$ cat config.mk
export PLATFORM = sky130hd
export DESIGN_NAME = weekly_alarm_next_time
export DESIGN_NICKNAME = d
export VERILOG_FILES = /design/src/rtl/wkalm_pkg.sv /design/src/rtl/wkalm_front.sv /design/src/rtl/wkalm_queue.sv /design/src/rtl/wkalm_back.sv /design/src/rtl/weekly_alarm_next_time.sv
export SDC_FILE = /design/constraint.sdc
export NUM_CORES = 2
export LEC_CHECK = 0
export BUFFER_PORTS_ARGS = -buffer_cell sky130_fd_sc_hd__buf_2
export CORE_MARGIN = 4
export CORE_UTILIZATION = 40
export DETAILED_ROUTE_END_ITERATION = 8
export PLACE_DENSITY = 0.54
export SLEW_MARGIN = 20
export SYNTH_ARGS = -nofsm -noshare
export SYNTH_HDL_FRONTEND = slang
export SYNTH_HIERARCHICAL = 1
export SYNTH_SLANG_ARGS = --single-unit
$ cat constraint.sdc
create_clock -name clk -period 27.6 [get_ports clk]
set_clock_uncertainty 0.1 [all_clocks]
set_input_delay 5.52 -clock clk [delete_from_list [all_inputs] [get_ports clk]]
set_output_delay 5.52 -clock clk [all_outputs]
set_load 0.005 [all_outputs]
$ cat src/rtl/wkalm_pkg.sv
// Shared types, constants and helper functions of the weekly alarm block.
`timescale 1ns / 1ps

package wkalm_pkg;

  localparam int TIME_W  = 32;
  localparam int ALARM_W = 17;
  localparam int MASK_W  = 7;
  localparam int DAY_W   = 16;
  localparam int WD_W    = 3;
  localparam int REM_W   = 18;

  localparam int CFG_INDEX_W = 8;
  localparam int CFG_DATA_W  = ALARM_W;

  localparam int DAYS_PER_WEEK  = 7;
  localparam int CAND_DAYS      = 8;
  localparam int EPOCH_WEEKDAY  = 4;

  localparam logic [TIME_W-1:0] SEC_PER_DAY = 32'd86400;

  // now / 86400 = (now >> 7) / 675; the quotient of the 25-bit value comes from
  // a multiply by floor(2^35 / 675), which is exact or one low.
  localparam int DIV_PRE   = 7;
  localparam int DIV_SHIFT = 35;
  localparam int MUL_W     = 26;
  localparam logic [MUL_W-1:0] DIV_MUL = 26'd50903316;
  localparam int PROD_W    = TIME_W - DIV_PRE + MUL_W;

  typedef enum logic [CFG_INDEX_W-1:0] {
    REG_ALARM_SECOND = 8'd0,
    REG_WEEKDAY_MASK = 8'd1
  } cfg_reg_t;

  // One classified query on its way from the front end to the back end.
  typedef struct packed {
    logic [TIME_W-1:0] now;
    logic [TIME_W-1:0] base;     // midnight of today plus the alarm second
    logic [WD_W-1:0]   weekday;  // weekday of today, 0 is Sunday
  } job_t;

  // Day count to weekday. Since 8 is 1 modulo 7, the octal digits are summed.
  function automatic logic [WD_W-1:0] day_to_weekday(input logic [DAY_W-1:0] days);
    logic [5:0] s;
    logic [3:0] t;
    logic [3:0] r;
    s = 6'(days[2:0]) + 6'(days[5:3]) + 6'(days[8:6]) + 6'(days[11:9])
      + 6'(days[14:12]) + 6'(days[15]);
    t = 4'(s[2:0]) + 4'(s[5:3]);
    r = (t >= 4'(DAYS_PER_WEEK)) ? t - 4'(DAYS_PER_WEEK) : t;
    r = r + 4'(EPOCH_WEEKDAY);
    r = (r >= 4'(DAYS_PER_WEEK)) ? r - 4'(DAYS_PER_WEEK) : r;
    return r[WD_W-1:0];
  endfunction

  // Weekday that lies a given number of days (0 to 7) after another one.
  function automatic logic [WD_W-1:0] weekday_add(input logic [WD_W-1:0] wd,
                                                  input logic [WD_W:0]   step);
    logic [WD_W:0] t;
    t = {1'b0, wd} + step;
    t = (t >= 4'(DAYS_PER_WEEK)) ? t - 4'(DAYS_PER_WEEK) : t;
    return t[WD_W-1:0];
  endfunction

endpackage

$ cat src/rtl/wkalm_front.sv
// Front end: splits the time into day count and midnight, forms today's candidate.
`timescale 1ns / 1ps

module wkalm_front (
  input  logic                            clk,
  input  logic                            rst_n,
  input  logic                            in_valid,
  output logic                            in_ready,
  input  logic [wkalm_pkg::TIME_W-1:0]    in_current_time,
  input  logic [wkalm_pkg::ALARM_W-1:0]   alarm_second,
  output logic                            push_valid,
  output wkalm_pkg::job_t                 push_job,
  input  logic                            queue_full
);

  logic                             fe_en;
  logic                             s1_v_r, s2_v_r, s3_v_r, s4_v_r;
  logic [wkalm_pkg::TIME_W-1:0]     s1_now_r, s2_now_r, s3_now_r;
  logic [wkalm_pkg::DAY_W-1:0]      s1_q_r, s2_q_r, s3_days_r;
  logic [wkalm_pkg::TIME_W-1:0]     s2_m_r, s3_mid_r;
  wkalm_pkg::job_t                  s4_job_r;

  logic [wkalm_pkg::PROD_W-1:0]     prod;
  logic [wkalm_pkg::TIME_W:0]       m_full;
  logic [wkalm_pkg::TIME_W-1:0]     rem_full;
  logic [wkalm_pkg::REM_W-1:0]      rem;
  logic                             rem_ge;
  logic [wkalm_pkg::DAY_W-1:0]      s1_q_nxt, s3_days_nxt;
  logic [wkalm_pkg::TIME_W-1:0]     s2_m_nxt, s3_mid_nxt;
  wkalm_pkg::job_t                  s4_job_nxt;

  // The whole front end advances together unless its last stage is blocked.
  assign fe_en      = !s4_v_r || !queue_full;
  assign in_ready   = fe_en;
  assign push_valid = s4_v_r && !queue_full;
  assign push_job   = s4_job_r;

  always_comb begin
    prod     = wkalm_pkg::PROD_W'(in_current_time[wkalm_pkg::TIME_W-1:wkalm_pkg::DIV_PRE])
             * wkalm_pkg::PROD_W'(wkalm_pkg::DIV_MUL);
    s1_q_nxt = prod[wkalm_pkg::DIV_SHIFT +: wkalm_pkg::DAY_W];

    m_full   = (wkalm_pkg::TIME_W+1)'(s1_q_r) * (wkalm_pkg::TIME_W+1)'(wkalm_pkg::SEC_PER_DAY);
    s2_m_nxt = m_full[wkalm_pkg::TIME_W-1:0];

    // The estimate may be one day short; the remainder then reaches a full day.
    rem_full    = s2_now_r - s2_m_r;
    rem         = rem_full[wkalm_pkg::REM_W-1:0];
    rem_ge      = rem >= wkalm_pkg::REM_W'(wkalm_pkg::SEC_PER_DAY);
    s3_mid_nxt  = rem_ge ? s2_m_r + wkalm_pkg::SEC_PER_DAY : s2_m_r;
    s3_days_nxt = s2_q_r + wkalm_pkg::DAY_W'(rem_ge);

    s4_job_nxt.now     = s3_now_r;
    s4_job_nxt.base    = s3_mid_r + wkalm_pkg::TIME_W'(alarm_second);
    s4_job_nxt.weekday = wkalm_pkg::day_to_weekday(s3_days_r);
  end

  always_ff @(posedge clk) begin
    if (!rst_n) begin
      s1_v_r <= 1'b0;
      s2_v_r <= 1'b0;
      s3_v_r <= 1'b0;
      s4_v_r <= 1'b0;
    end else if (fe_en) begin
      s1_v_r <= in_valid;
      s2_v_r <= s1_v_r;
      s3_v_r <= s2_v_r;
      s4_v_r <= s3_v_r;
    end
  end

  always_ff @(posedge clk) begin
    if (fe_en) begin
      s1_now_r  <= in_current_time;
      s1_q_r    <= s1_q_nxt;
      s2_now_r  <= s1_now_r;
      s2_q_r    <= s1_q_r;
      s2_m_r    <= s2_m_nxt;
      s3_now_r  <= s2_now_r;
      s3_mid_r  <= s3_mid_nxt;
      s3_days_r <= s3_days_nxt;
      s4_job_r  <= s4_job_nxt;
    end
  end

  a_stall_holds_last: assert property (@(posedge clk) disable iff (!rst_n)
    (s4_v_r && queue_full) |=> s4_v_r && $stable(s4_job_r))
    else $error("front end lost a beat while the queue was full");

  a_weekday_range: assert property (@(posedge clk) disable iff (!rst_n)
    s4_v_r |-> s4_job_r.weekday != 3'(wkalm_pkg::DAYS_PER_WEEK))
    else $error("weekday out of range");

endmodule

$ cat src/rtl/wkalm_queue.sv
// Small FIFO that decouples the front end from the back end.
`timescale 1ns / 1ps

module wkalm_queue #(
  parameter int DEPTH = 4
) (
  input  logic             clk,
  input  logic             rst_n,
  input  logic             push_valid,
  input  wkalm_pkg::job_t  push_job,
  output logic             full,
  output logic             pop_valid,
  input  logic             pop,
  output wkalm_pkg::job_t  pop_job
);

  localparam int PTR_W = (DEPTH > 1) ? $clog2(DEPTH) : 1;
  localparam int CNT_W = $clog2(DEPTH + 1);

  wkalm_pkg::job_t    mem_r [DEPTH];
  logic [PTR_W-1:0]   wr_ptr_r, rd_ptr_r, wr_ptr_nxt, rd_ptr_nxt;
  logic [CNT_W-1:0]   count_r, count_nxt;
  logic               do_push, do_pop;

  assign full      = count_r == CNT_W'(DEPTH);
  assign pop_valid = count_r != '0;
  assign pop_job   = mem_r[rd_ptr_r];
  assign do_push   = push_valid && !full;
  assign do_pop    = pop && pop_valid;

  always_comb begin
    wr_ptr_nxt = wr_ptr_r;
    rd_ptr_nxt = rd_ptr_r;
    count_nxt  = count_r;
    if (do_push) begin
      wr_ptr_nxt = (wr_ptr_r == PTR_W'(DEPTH - 1)) ? '0 : wr_ptr_r + 1'b1;
    end
    if (do_pop) begin
      rd_ptr_nxt = (rd_ptr_r == PTR_W'(DEPTH - 1)) ? '0 : rd_ptr_r + 1'b1;
    end
    if (do_push && !do_pop) begin
      count_nxt = count_r + 1'b1;
    end else if (do_pop && !do_push) begin
      count_nxt = count_r - 1'b1;
    end
  end

  always_ff @(posedge clk) begin
    if (!rst_n) begin
      wr_ptr_r <= '0;
      rd_ptr_r <= '0;
      count_r  <= '0;
    end else begin
      wr_ptr_r <= wr_ptr_nxt;
      rd_ptr_r <= rd_ptr_nxt;
      count_r  <= count_nxt;
    end
  end

  always_ff @(posedge clk) begin
    if (do_push) begin
      mem_r[wr_ptr_r] <= push_job;
    end
  end

  a_count_bound: assert property (@(posedge clk) disable iff (!rst_n)
    count_r <= CNT_W'(DEPTH))
    else $error("queue count beyond depth");

  a_ptr_agree: assert property (@(posedge clk) disable iff (!rst_n)
    (count_r == '0 || full) |-> wr_ptr_r == rd_ptr_r)
    else $error("queue pointers disagree with count");

endmodule

$ cat src/rtl/wkalm_back.sv
// Back end: checks eight candidate days against the mask and picks the first hit.
`timescale 1ns / 1ps

module wkalm_back (
  input  logic                           clk,
  input  logic                           rst_n,
  input  logic                           job_valid,
  output logic                           job_pop,
  input  wkalm_pkg::job_t                job,
  input  logic [wkalm_pkg::MASK_W-1:0]   weekday_mask,
  output logic                           out_valid,
  input  logic                           out_ready,
  output logic                           out_found,
  output logic [wkalm_pkg::TIME_W-1:0]   out_next_time
);

  localparam int N = wkalm_pkg::CAND_DAYS;

  logic                           be_en, b1_free;
  logic                           b1_v_r, b1_v_nxt;
  logic [wkalm_pkg::TIME_W-1:0]   b1_now_r;
  logic [wkalm_pkg::TIME_W-1:0]   b1_cand_r   [N];
  logic [wkalm_pkg::TIME_W-1:0]   b1_cand_nxt [N];
  logic [N-1:0]                   b1_en_r, b1_en_nxt;
  logic                           out_valid_r, out_found_r, out_found_nxt;
  logic [wkalm_pkg::TIME_W-1:0]   out_next_time_r, out_next_time_nxt;

  assign be_en    = !out_valid_r || out_ready;
  assign b1_free  = !b1_v_r || be_en;
  assign job_pop  = job_valid && b1_free;
  assign b1_v_nxt = b1_free ? job_valid : 1'b1;

  always_comb begin
    for (int i = 0; i < N; i++) begin
      b1_cand_nxt[i] = job.base + wkalm_pkg::TIME_W'(i) * wkalm_pkg::SEC_PER_DAY;
      b1_en_nxt[i]   = weekday_mask[wkalm_pkg::weekday_add(job.weekday,
                                                           (wkalm_pkg::WD_W+1)'(i))];
    end
  end

  // The latest day is checked first so that the earliest hit wins.
  always_comb begin
    out_found_nxt     = 1'b0;
    out_next_time_nxt = '0;
    for (int i = N - 1; i >= 0; i--) begin
      if (b1_en_r[i] && (b1_now_r < b1_cand_r[i])) begin
        out_found_nxt     = 1'b1;
        out_next_time_nxt = b1_cand_r[i];
      end
    end
  end

  always_ff @(posedge clk) begin
    if (!rst_n) begin
      b1_v_r      <= 1'b0;
      out_valid_r <= 1'b0;
    end else begin
      b1_v_r <= b1_v_nxt;
      if (be_en) begin
        out_valid_r <= b1_v_r;
      end
    end
  end

  always_ff @(posedge clk) begin
    if (job_pop) begin
      b1_now_r  <= job.now;
      b1_cand_r <= b1_cand_nxt;
      b1_en_r   <= b1_en_nxt;
    end
    if (be_en) begin
      out_found_r     <= out_found_nxt;
      out_next_time_r <= out_next_time_nxt;
    end
  end

  assign out_valid     = out_valid_r;
  assign out_found     = out_found_r;
  assign out_next_time = out_next_time_r;

  a_miss_is_zero: assert property (@(posedge clk) disable iff (!rst_n)
    (out_valid_r && !out_found_r) |-> out_next_time_r == '0)
    else $error("result without a hit carries a nonzero time");

  a_b1_held: assert property (@(posedge clk) disable iff (!rst_n)
    (b1_v_r && !be_en) |=> b1_v_r && $stable(b1_now_r))
    else $error("candidate stage overwritten while the output stalled");

endmodule

$ cat src/rtl/weekly_alarm_next_time.sv
// Top level of the weekly alarm next-trigger-time block with its configuration registers.
// Throughput: one beat per cycle unless output stalls have filled the queue; beats pass
// the four-stage divide-by-day front end, the queue and the two-stage candidate back end.
// The queue (QUEUE_DEPTH entries) absorbs output stalls, so beats are taken until it fills.
// Synchronous active-low reset empties every stage and the queue and clears both registers.
`timescale 1ns / 1ps

module weekly_alarm_next_time #(
  parameter int QUEUE_DEPTH = 4
) (
  input  logic                                clk,
  input  logic                                rst_n,
  input  logic                                in_valid,
  output logic                                in_ready,
  input  logic [wkalm_pkg::TIME_W-1:0]        in_current_time,
  output logic                                out_valid,
  input  logic                                out_ready,
  output logic                                out_found,
  output logic [wkalm_pkg::TIME_W-1:0]        out_next_time,
  input  logic                                cfg_valid,
  output logic                                cfg_ready,
  input  logic [wkalm_pkg::CFG_INDEX_W-1:0]   cfg_index,
  input  logic [wkalm_pkg::CFG_DATA_W-1:0]    cfg_data
);

  logic [wkalm_pkg::ALARM_W-1:0]  alarm_second_r, alarm_second_nxt;
  logic [wkalm_pkg::MASK_W-1:0]   weekday_mask_r, weekday_mask_nxt;
  logic                           push_valid, queue_full, pop_valid, pop;
  wkalm_pkg::job_t                push_job, pop_job;

  assign cfg_ready = 1'b1;

  always_comb begin
    alarm_second_nxt = alarm_second_r;
    weekday_mask_nxt = weekday_mask_r;
    if (cfg_valid) begin
      case (cfg_index)
        wkalm_pkg::REG_ALARM_SECOND: alarm_second_nxt = cfg_data[wkalm_pkg::ALARM_W-1:0];
        wkalm_pkg::REG_WEEKDAY_MASK: weekday_mask_nxt = cfg_data[wkalm_pkg::MASK_W-1:0];
        default: ;
      endcase
    end
  end

  always_ff @(posedge clk) begin
    if (!rst_n) begin
      alarm_second_r <= '0;
      weekday_mask_r <= '0;
    end else begin
      alarm_second_r <= alarm_second_nxt;
      weekday_mask_r <= weekday_mask_nxt;
    end
  end

  wkalm_front u_front (
    .clk             (clk),
    .rst_n           (rst_n),
    .in_valid        (in_valid),
    .in_ready        (in_ready),
    .in_current_time (in_current_time),
    .alarm_second    (alarm_second_r),
    .push_valid      (push_valid),
    .push_job        (push_job),
    .queue_full      (queue_full)
  );

  wkalm_queue #(
    .DEPTH (QUEUE_DEPTH)
  ) u_queue (
    .clk        (clk),
    .rst_n      (rst_n),
    .push_valid (push_valid),
    .push_job   (push_job),
    .full       (queue_full),
    .pop_valid  (pop_valid),
    .pop        (pop),
    .pop_job    (pop_job)
  );

  wkalm_back u_back (
    .clk           (clk),
    .rst_n         (rst_n),
    .job_valid     (pop_valid),
    .job_pop       (pop),
    .job           (pop_job),
    .weekday_mask  (weekday_mask_r),
    .out_valid     (out_valid),
    .out_ready     (out_ready),
    .out_found     (out_found),
    .out_next_time (out_next_time)
  );

  a_empty_mask_misses: assert property (@(posedge clk) disable iff (!rst_n)
    (out_valid && weekday_mask_r == '0 && $stable(weekday_mask_r)
     && $past(weekday_mask_r, 6) == '0) |-> !out_found)
    else $error("hit reported with an empty weekday mask");

endmodule

Word-level counts from Yosys, hierarchy flattened
Memory sizes are Yosys's and may differ from the RTL's. A register that Yosys moved wholly into a read port is not among the register bits.
Index checks and enable logic that the tools add are counted.
{"block": "word_totals", "register_bits": 634, "mem_bits_rw": 268, "inputBits": 62, "out_inout_bits": 36, "elab_cells": 182, "mem_count": 1}
{"name": "u_queue.mem_r", "depth": 4, "width": 67, "rd": 1, "rd_clocked_by_memory_dff": 1, "wr": 1, "line": "wkalm_queue.sv:20", "rtl": "wkalm_pkg::job_t mem_r [DEPTH];"}
{"block": "classes", "n_addsub": 39, "mul": 2, "n_lt_le_gt_ge": 27, "eq_ne": 4, "n_mux": 45, "reduce_logical": 29}
{"operator": "$mux W32", "n": 9}
{"operator": "$lt A32 B32 Y1", "n": 8}
{"operator": "$add A32 B19 Y32 const B", "n": 3}
{"operator": "$add A32 B17 Y32 const B", "n": 2}
{"operator": "$add A32 B18 Y32 const B", "n": 2}
{"operator": "$mul A25 B24 Y49 const B", "n": 1}
{"operator": "$ge A4 B3 Y1 const B", "n": 9}
{"operator": "$mux W3", "n": 11}
{"operator": "$add A32 B17 Y32", "n": 1}
{"operator": "$add A32 B20 Y32 const B", "n": 1}
{"operator": "$lt A3 B4 Y1 const B", "n": 8}
{"operator": "$sub A3 B3 Y3 const B", "n": 9}
{"operator": "$mul A16 B10 Y25 const B", "n": 1}
{"operator": "$bmux W1 S3", "n": 8}
{"operator": "$add A6 B3 Y6", "n": 3}
{"operator": "$ge A18 B17 Y1 const B", "n": 1}
{"operator": "$sub A18 B18 Y18", "n": 1}
{"operator": "$add A16 B1 Y16", "n": 1}
{"operator": "$add A3 B3 Y4 const B", "n": 4}
{"operator": "$logic_and A1 B1 Y1", "n": 14}
{"operator": "$mux W1", "n": 12}
{"operator": "$add A3 B2 Y4 const B", "n": 2}
{"operator": "$add A3 B3 Y4", "n": 2}
{"operator": "$eq A8 B1 Y1 const B", "n": 1}
{"operator": "19 further kinds", "n": 32}

Depth between registers and ports, before layout
{"block": "logic_depth", "word_depth": 11, "mapped_depth": 20, "ltp_nobuf": 20}

By module
Netlist, hierarchy kept.
{"module": "wkalm_front", "instances": 1, "cells_per_inst": 1835, "area_per_inst_um2": 22135.0, "seq_area_each_um2": 7857.5}
{"module": "wkalm_back", "instances": 1, "cells_per_inst": 1884, "area_per_inst_um2": 19124.6, "seq_area_each_um2": 8147.8}
{"module": "wkalm_queue", "instances": 1, "cells_per_inst": 401, "area_per_inst_um2": 10177.3, "seq_area_each_um2": 8227.9}
{"module": "weekly_alarm_next_time", "instances": 1, "cells_per_inst": 104, "area_per_inst_um2": 967.2, "seq_area_each_um2": 480.5}

Least setup slack after synthesis
Ideal clock, no wire load.
{"block": "synth_timing", "path_type": "input to register", "start": "input out_ready", "end": "register u_queue.count_r[2]", "setup_ns": 0.076, "t_arrival_ns": 27.069, "required_time_ns": 27.424, "slack_ns": 0.355, "path_stages": 9, "n_path_buf": 0, "path_cell_list": "nor2b_1 > a21boi_0 > o31ai_1 > ha_1 > inv_1 > fa_1 > xor2_1 > or3_1 > a21boi_0"}
{"block": "synth_between", "elab_chain_len": 7, "elab_cells_between_ends": 9, "cone_classes": "mux: 1; reduce/logical: 8"}
{"item": "start: declaration", "line": "weekly_alarm_next_time.sv:17", "rtl": "input logic out_ready,"}
{"item": "$logic_or A1 B1 Y1 (*)", "line": "wkalm_back.sv:28", "rtl": "assign be_en = !out_valid_r || out_ready;"}
{"item": "$logic_or A1 B1 Y1 (*)", "line": "wkalm_back.sv:29", "rtl": "assign b1_free = !b1_v_r || be_en;"}
{"item": "$logic_and A1 B1 Y1 (*)", "line": "wkalm_back.sv:30", "rtl": "assign job_pop = job_valid && b1_free;"}
{"item": "named net pop", "line": "weekly_alarm_next_time.sv:28", "rtl": "logic push_valid, queue_full, pop_valid, pop;"}
{"item": "$logic_and A1 B1 Y1 (*)", "line": "wkalm_queue.sv:29", "rtl": "assign do_pop = pop && pop_valid;"}
{"item": "$logic_not A1 Y1", "line": "wkalm_queue.sv:41", "rtl": "if (do_push && !do_pop) begin"}
{"item": "$logic_and A1 B1 Y1", "line": "wkalm_queue.sv:41"}
{"item": "$mux W3 / $reduce_bool A2 Y1 (equally long branches)"}
{"item": "end signal: assignment", "line": "wkalm_queue.sv:56", "rtl": "count_r <= count_nxt;"}
{"item": "end: declaration", "line": "wkalm_queue.sv:22", "rtl": "logic [CNT_W-1:0] count_r, count_nxt;"}
Mark *: on every way through the listed nets, which the timed path passes. The rest lies on a longest branch.
A chain may end at the register's enable or synchronous reset.

Final worst setup path
{"block": "layout_timing", "start": "input in_current_time[19] (netlist bit)", "end": "register u_front/s1_q_r[14] (netlist bit) (data pin)"}
{"block": "layout_between", "elab_chain_len": 1}
{"item": "start: declaration", "line": "weekly_alarm_next_time.sv:15", "rtl": "input logic [wkalm_pkg::TIME_W-1:0] in_current_time,"}
{"item": "$mul A25 B24 Y49", "line": "wkalm_front.sv:40", "rtl": "* wkalm_pkg::PROD_W'(wkalm_pkg::DIV_MUL);"}
{"item": "named net u_front.prod (one bit)", "line": "wkalm_front.sv:23", "rtl": "logic [wkalm_pkg::PROD_W-1:0] prod;"}
{"item": "end signal: assignment", "line": "wkalm_front.sv:75", "rtl": "s1_q_r <= s1_q_nxt;"}
{"item": "end: declaration", "line": "wkalm_front.sv:19", "rtl": "logic [wkalm_pkg::DAY_W-1:0] s1_q_r, s2_q_r, s3_days_r;"}
The timed path passes the listed nets, and every way through them passes these cells.

==> impl_results.md <==
* Initial Utilization at 0.4037
* Chip Width at 370.0 um
* Share of the synthesized area in the top cell type at 0.4567
* Period utilisation layout at 0.4083
* Via count at 32130
* GR Util met1 at 0.2541
* Arrival time worst endpoint at 11580 ps
* CP startpoint kind: input pin
* Placer Congestion at 0.9039
* Most frequent cell on the critical path: fa_1
* Critical path startpoint: in_current_time[19]
* Max_cap viols at 0
* Final Hold Fails at 0
* Worst Path Max Fanout at 11
* Global-route usage over all layers at 0.1870
* Synthesized instance count at 4224
* Post-synth top area cell: edfxtp_1
* DRT Wirelength at 127800 um
* RSZ-0062 raised after global routing: false
* Crit path time final at 11270 ps
* Critical path capture point type: register
* HP Start: u_front/s3_now_r[0]
* Top_reg_cell synth: edfxtp_1
* WL/cell at 20.78 um
* Post-Syn Area at 52400 um^2
* Clock buffer depth at 3
* Non-Filler Instances at 6148
* Inst Count DP at 5976
* Multi-input combinational cell area at 24840 um^2
* Number of core rows at 132
* Syn_area_per_cell at 12.41 um^2
* Ys Warns at 6
* Initial detailed-routing violation count at 2217
* Reg clk slew, reported paths at 60 ps
* Worst slew pin tran at 1105 ps
* Max H-tree Level at 3
* Chip Height at 370.0 um
* Vias in the first global route at 32710
* Die area at 136900 um^2
* Post-synthesis cell type count at 97
* Nets at 5231
* Antenna Cells at 0
* Port bufs at 96
* Status: complete, no violations
* Area delta synth->final at 10.72%
* CP peak stage delay at 550 ps
* Ranking of synthesized cells by area: edfxtp_1 (46%), ha_1 (15%), fa_1 (7.5%)
* CP Cell Sequence: buf_2 > fa_1 > ha_1 > inv_1 > fa_1 > inv_1 > fa_1 > fa_1 > fa_1 > inv_1 > fa_1 > inv_1 > ha_1 > and4_1 > nand3_1 > or4_1 > o22ai_1 > o21ai_1 > o31ai_2 > nor4_1 > a211o_1
* Core area at 129800 um^2
* Cts repair resizes at 0
* Wire length of the first global-routing pass at 197200 um
* RR Startpoint: u_front/s3_days_r[2]
* Final setup violation count at 0
* Post-CTS Repair Setup Buffers at 0
* Setup TNS at 0 ps
* GRT met2 Usage at 0.3186
* Clk sinks at 836
* Slew margin rel. at 0.2574
* CTS tree: done
* Syn_nets at 5126
* Total of fill cells in the finished design at 12060
* CP max stage cell: fa_1
* Post-DP HPWL at 95540 um
* Num CTS Buffers at 93
* Worst min path class: register to register
* Share of post-route cells with drive strength above 1 at 0.09487
* Final routed DRC violation total at 0
* Initial antenna violation count at 1
* Slew Viols, Final at 0
* Vias per inst at 5.226
* Crit Path Class: input pin to register
* Async SR Flop Fraction at 0
* Worst-Skew Late Latency at 650 ps
* Max Freq at 0.08875 GHz
* DRT Pass-1 Iters at 5
* M3 GR Usage at 0.02637
* Root Buffer: clkbuf_16
* #FFs+latches synth at 836
* Antenna-violating nets left at 0
* EDFF count, synth at 797
* Seq/Total Area, Yosys at 0.4716
* Number of I/O pins at 98
* Hold-fix buffers, CTS at 0
* Grt peak-use layer: met2
* Worst path required time at 27920 ps
* Sequential standard cell area at 24720 um^2
* Total grt overflow at 0
* Largest net degree at the start of global routing at 140
## sequential cells by signal, summed over array words and instances, names as in the netlist, 3 cells and up, named ones only
register,flops
u_queue/mem_r,268
u_back/b1_cand_r,197
u_front/push_job,67
u_back/b1_now_r,32
u_back/out_next_time,32
u_front/s1_now_r,32
u_front/s2_now_r,32
u_front/s3_now_r,32
u_front/s3_mid_r,25
u_front/s2_m_r,24
alarm_second_r,17
u_front/s1_q_r,16
u_front/s2_q_r,16
u_front/s3_days_r,15
u_back/b1_en_r,8
weekday_mask_r,7
u_queue/count_r,3
## cell usage after synthesis (56+ instances only)
cell      instances
nor2_1          162
inv_1           612
nor3_1           59
mux4_2           74
clkbuf_1         69
o21ai_0          86
fa_1            197
nand3_1          72
edfxtp_1        797
ha_1            643
nand2_1         229
a21o_1           56
xnor2_1         174
a21oi_1         163
xor2_1           91
## cell type report
type | instances | area share
Tap cell | 1742 | 0.03757
Clock inverter | 64 | 0.01257
Multi-Input combinational cell | 2648 | 0.4282
Clock buffer | 108 | 0.04235
Timing Repair Buffer | 134 | 0.01341
Sequential cell | 836 | 0.4261
Inverter | 616 | 0.03985
## routing by layer
| layer | vias to the layer above | share of wire |
|---|---|---|
| met5 | - | 0 |
| met4 | 0 | 0.019 |
| met3 | 140 | 0.043 |
| met2 | 656 | 0.49 |
| met1 | 15920 | 0.45 |
| li1 | 15420 | - |
## kinds of logic after synthesis
| logic type | after synthesis | synth area share |
|---|---|---|
| compound gates | 615 | 0.08049 |
| xor+xnor | 266 | 0.04460 |
| fa+ha+maj | 840 | 0.2288 |
| buf+inv | 740 | 0.05604 |
| flops | 836 | 0.4716 |
| mux | 126 | 0.04190 |
| other cells | 1 | 0.00007156 |
| simple gates | 800 | 0.07652 |
## worst paths after layout
kind	end	slack (ps)	depth (start not counted)
max	u_front/s1_q_r[14]	16330	21
min	u_front/push_job[35]	320	0
max reg2reg	u_front/push_job[1]	22100	18
min reg2reg	u_front/push_job[35]	320	0
## stage by stage
step                setup slack (ps)  utilization  hold WS [ps]  area [um^2]
floorplan                      355.3            -         300.3        52400
global placement               15670       0.4224         300.8        54830
detailed placement             15600       0.4224         304.5        54830
CTS                            16350       0.4469         316.9        58020
global route                   16050       0.4469         321.4        58020
finish                         16330       0.4469         317.3        58020
## worst max-delay path: cells and delay by family
family | cells | cell delay [ps]
and+or+nand+nor | 4 | 980
adders and majority gates | 8 | 3600
AOI/OAI and AO/OA | 4 | 1060
buffers and inverters | 5 | 420
## layout by cell type, fill, tap and decap left out, types with 12 or more instances in the layout
cell	count
nand3_1	72
nand2_1	228
nor4_1	34
nor3_1	57
mux2i_1	45
buf_4	37
a31oi_1	15
o311ai_1	22
nor3b_1	27
nor2_1	162
a21o_1	56
a211oi_1	22
mux4_2	74
clkinv_1	15
nand2b_1	14
clkbuf_16	96
xor2_1	91
xnor2_1	174
o21ai_0	85
buf_2	96
ha_1	643
a21oi_1	161
dfxtp_1	37
o211ai_1	40
and3_1	23
clkinv_2	19
fa_1	197
o31ai_1	29
inv_1	612
and4_1	13
edfxtp_1	797
nor2b_1	27
a311oi_1	48
o21a_1	28
nand4_1	49
o21ai_1	12
and2_1	36
bufinv_16	12
Power is not shown: default switching activity piles up to over one toggle a cycle in this logic, so the estimate is an artifact.
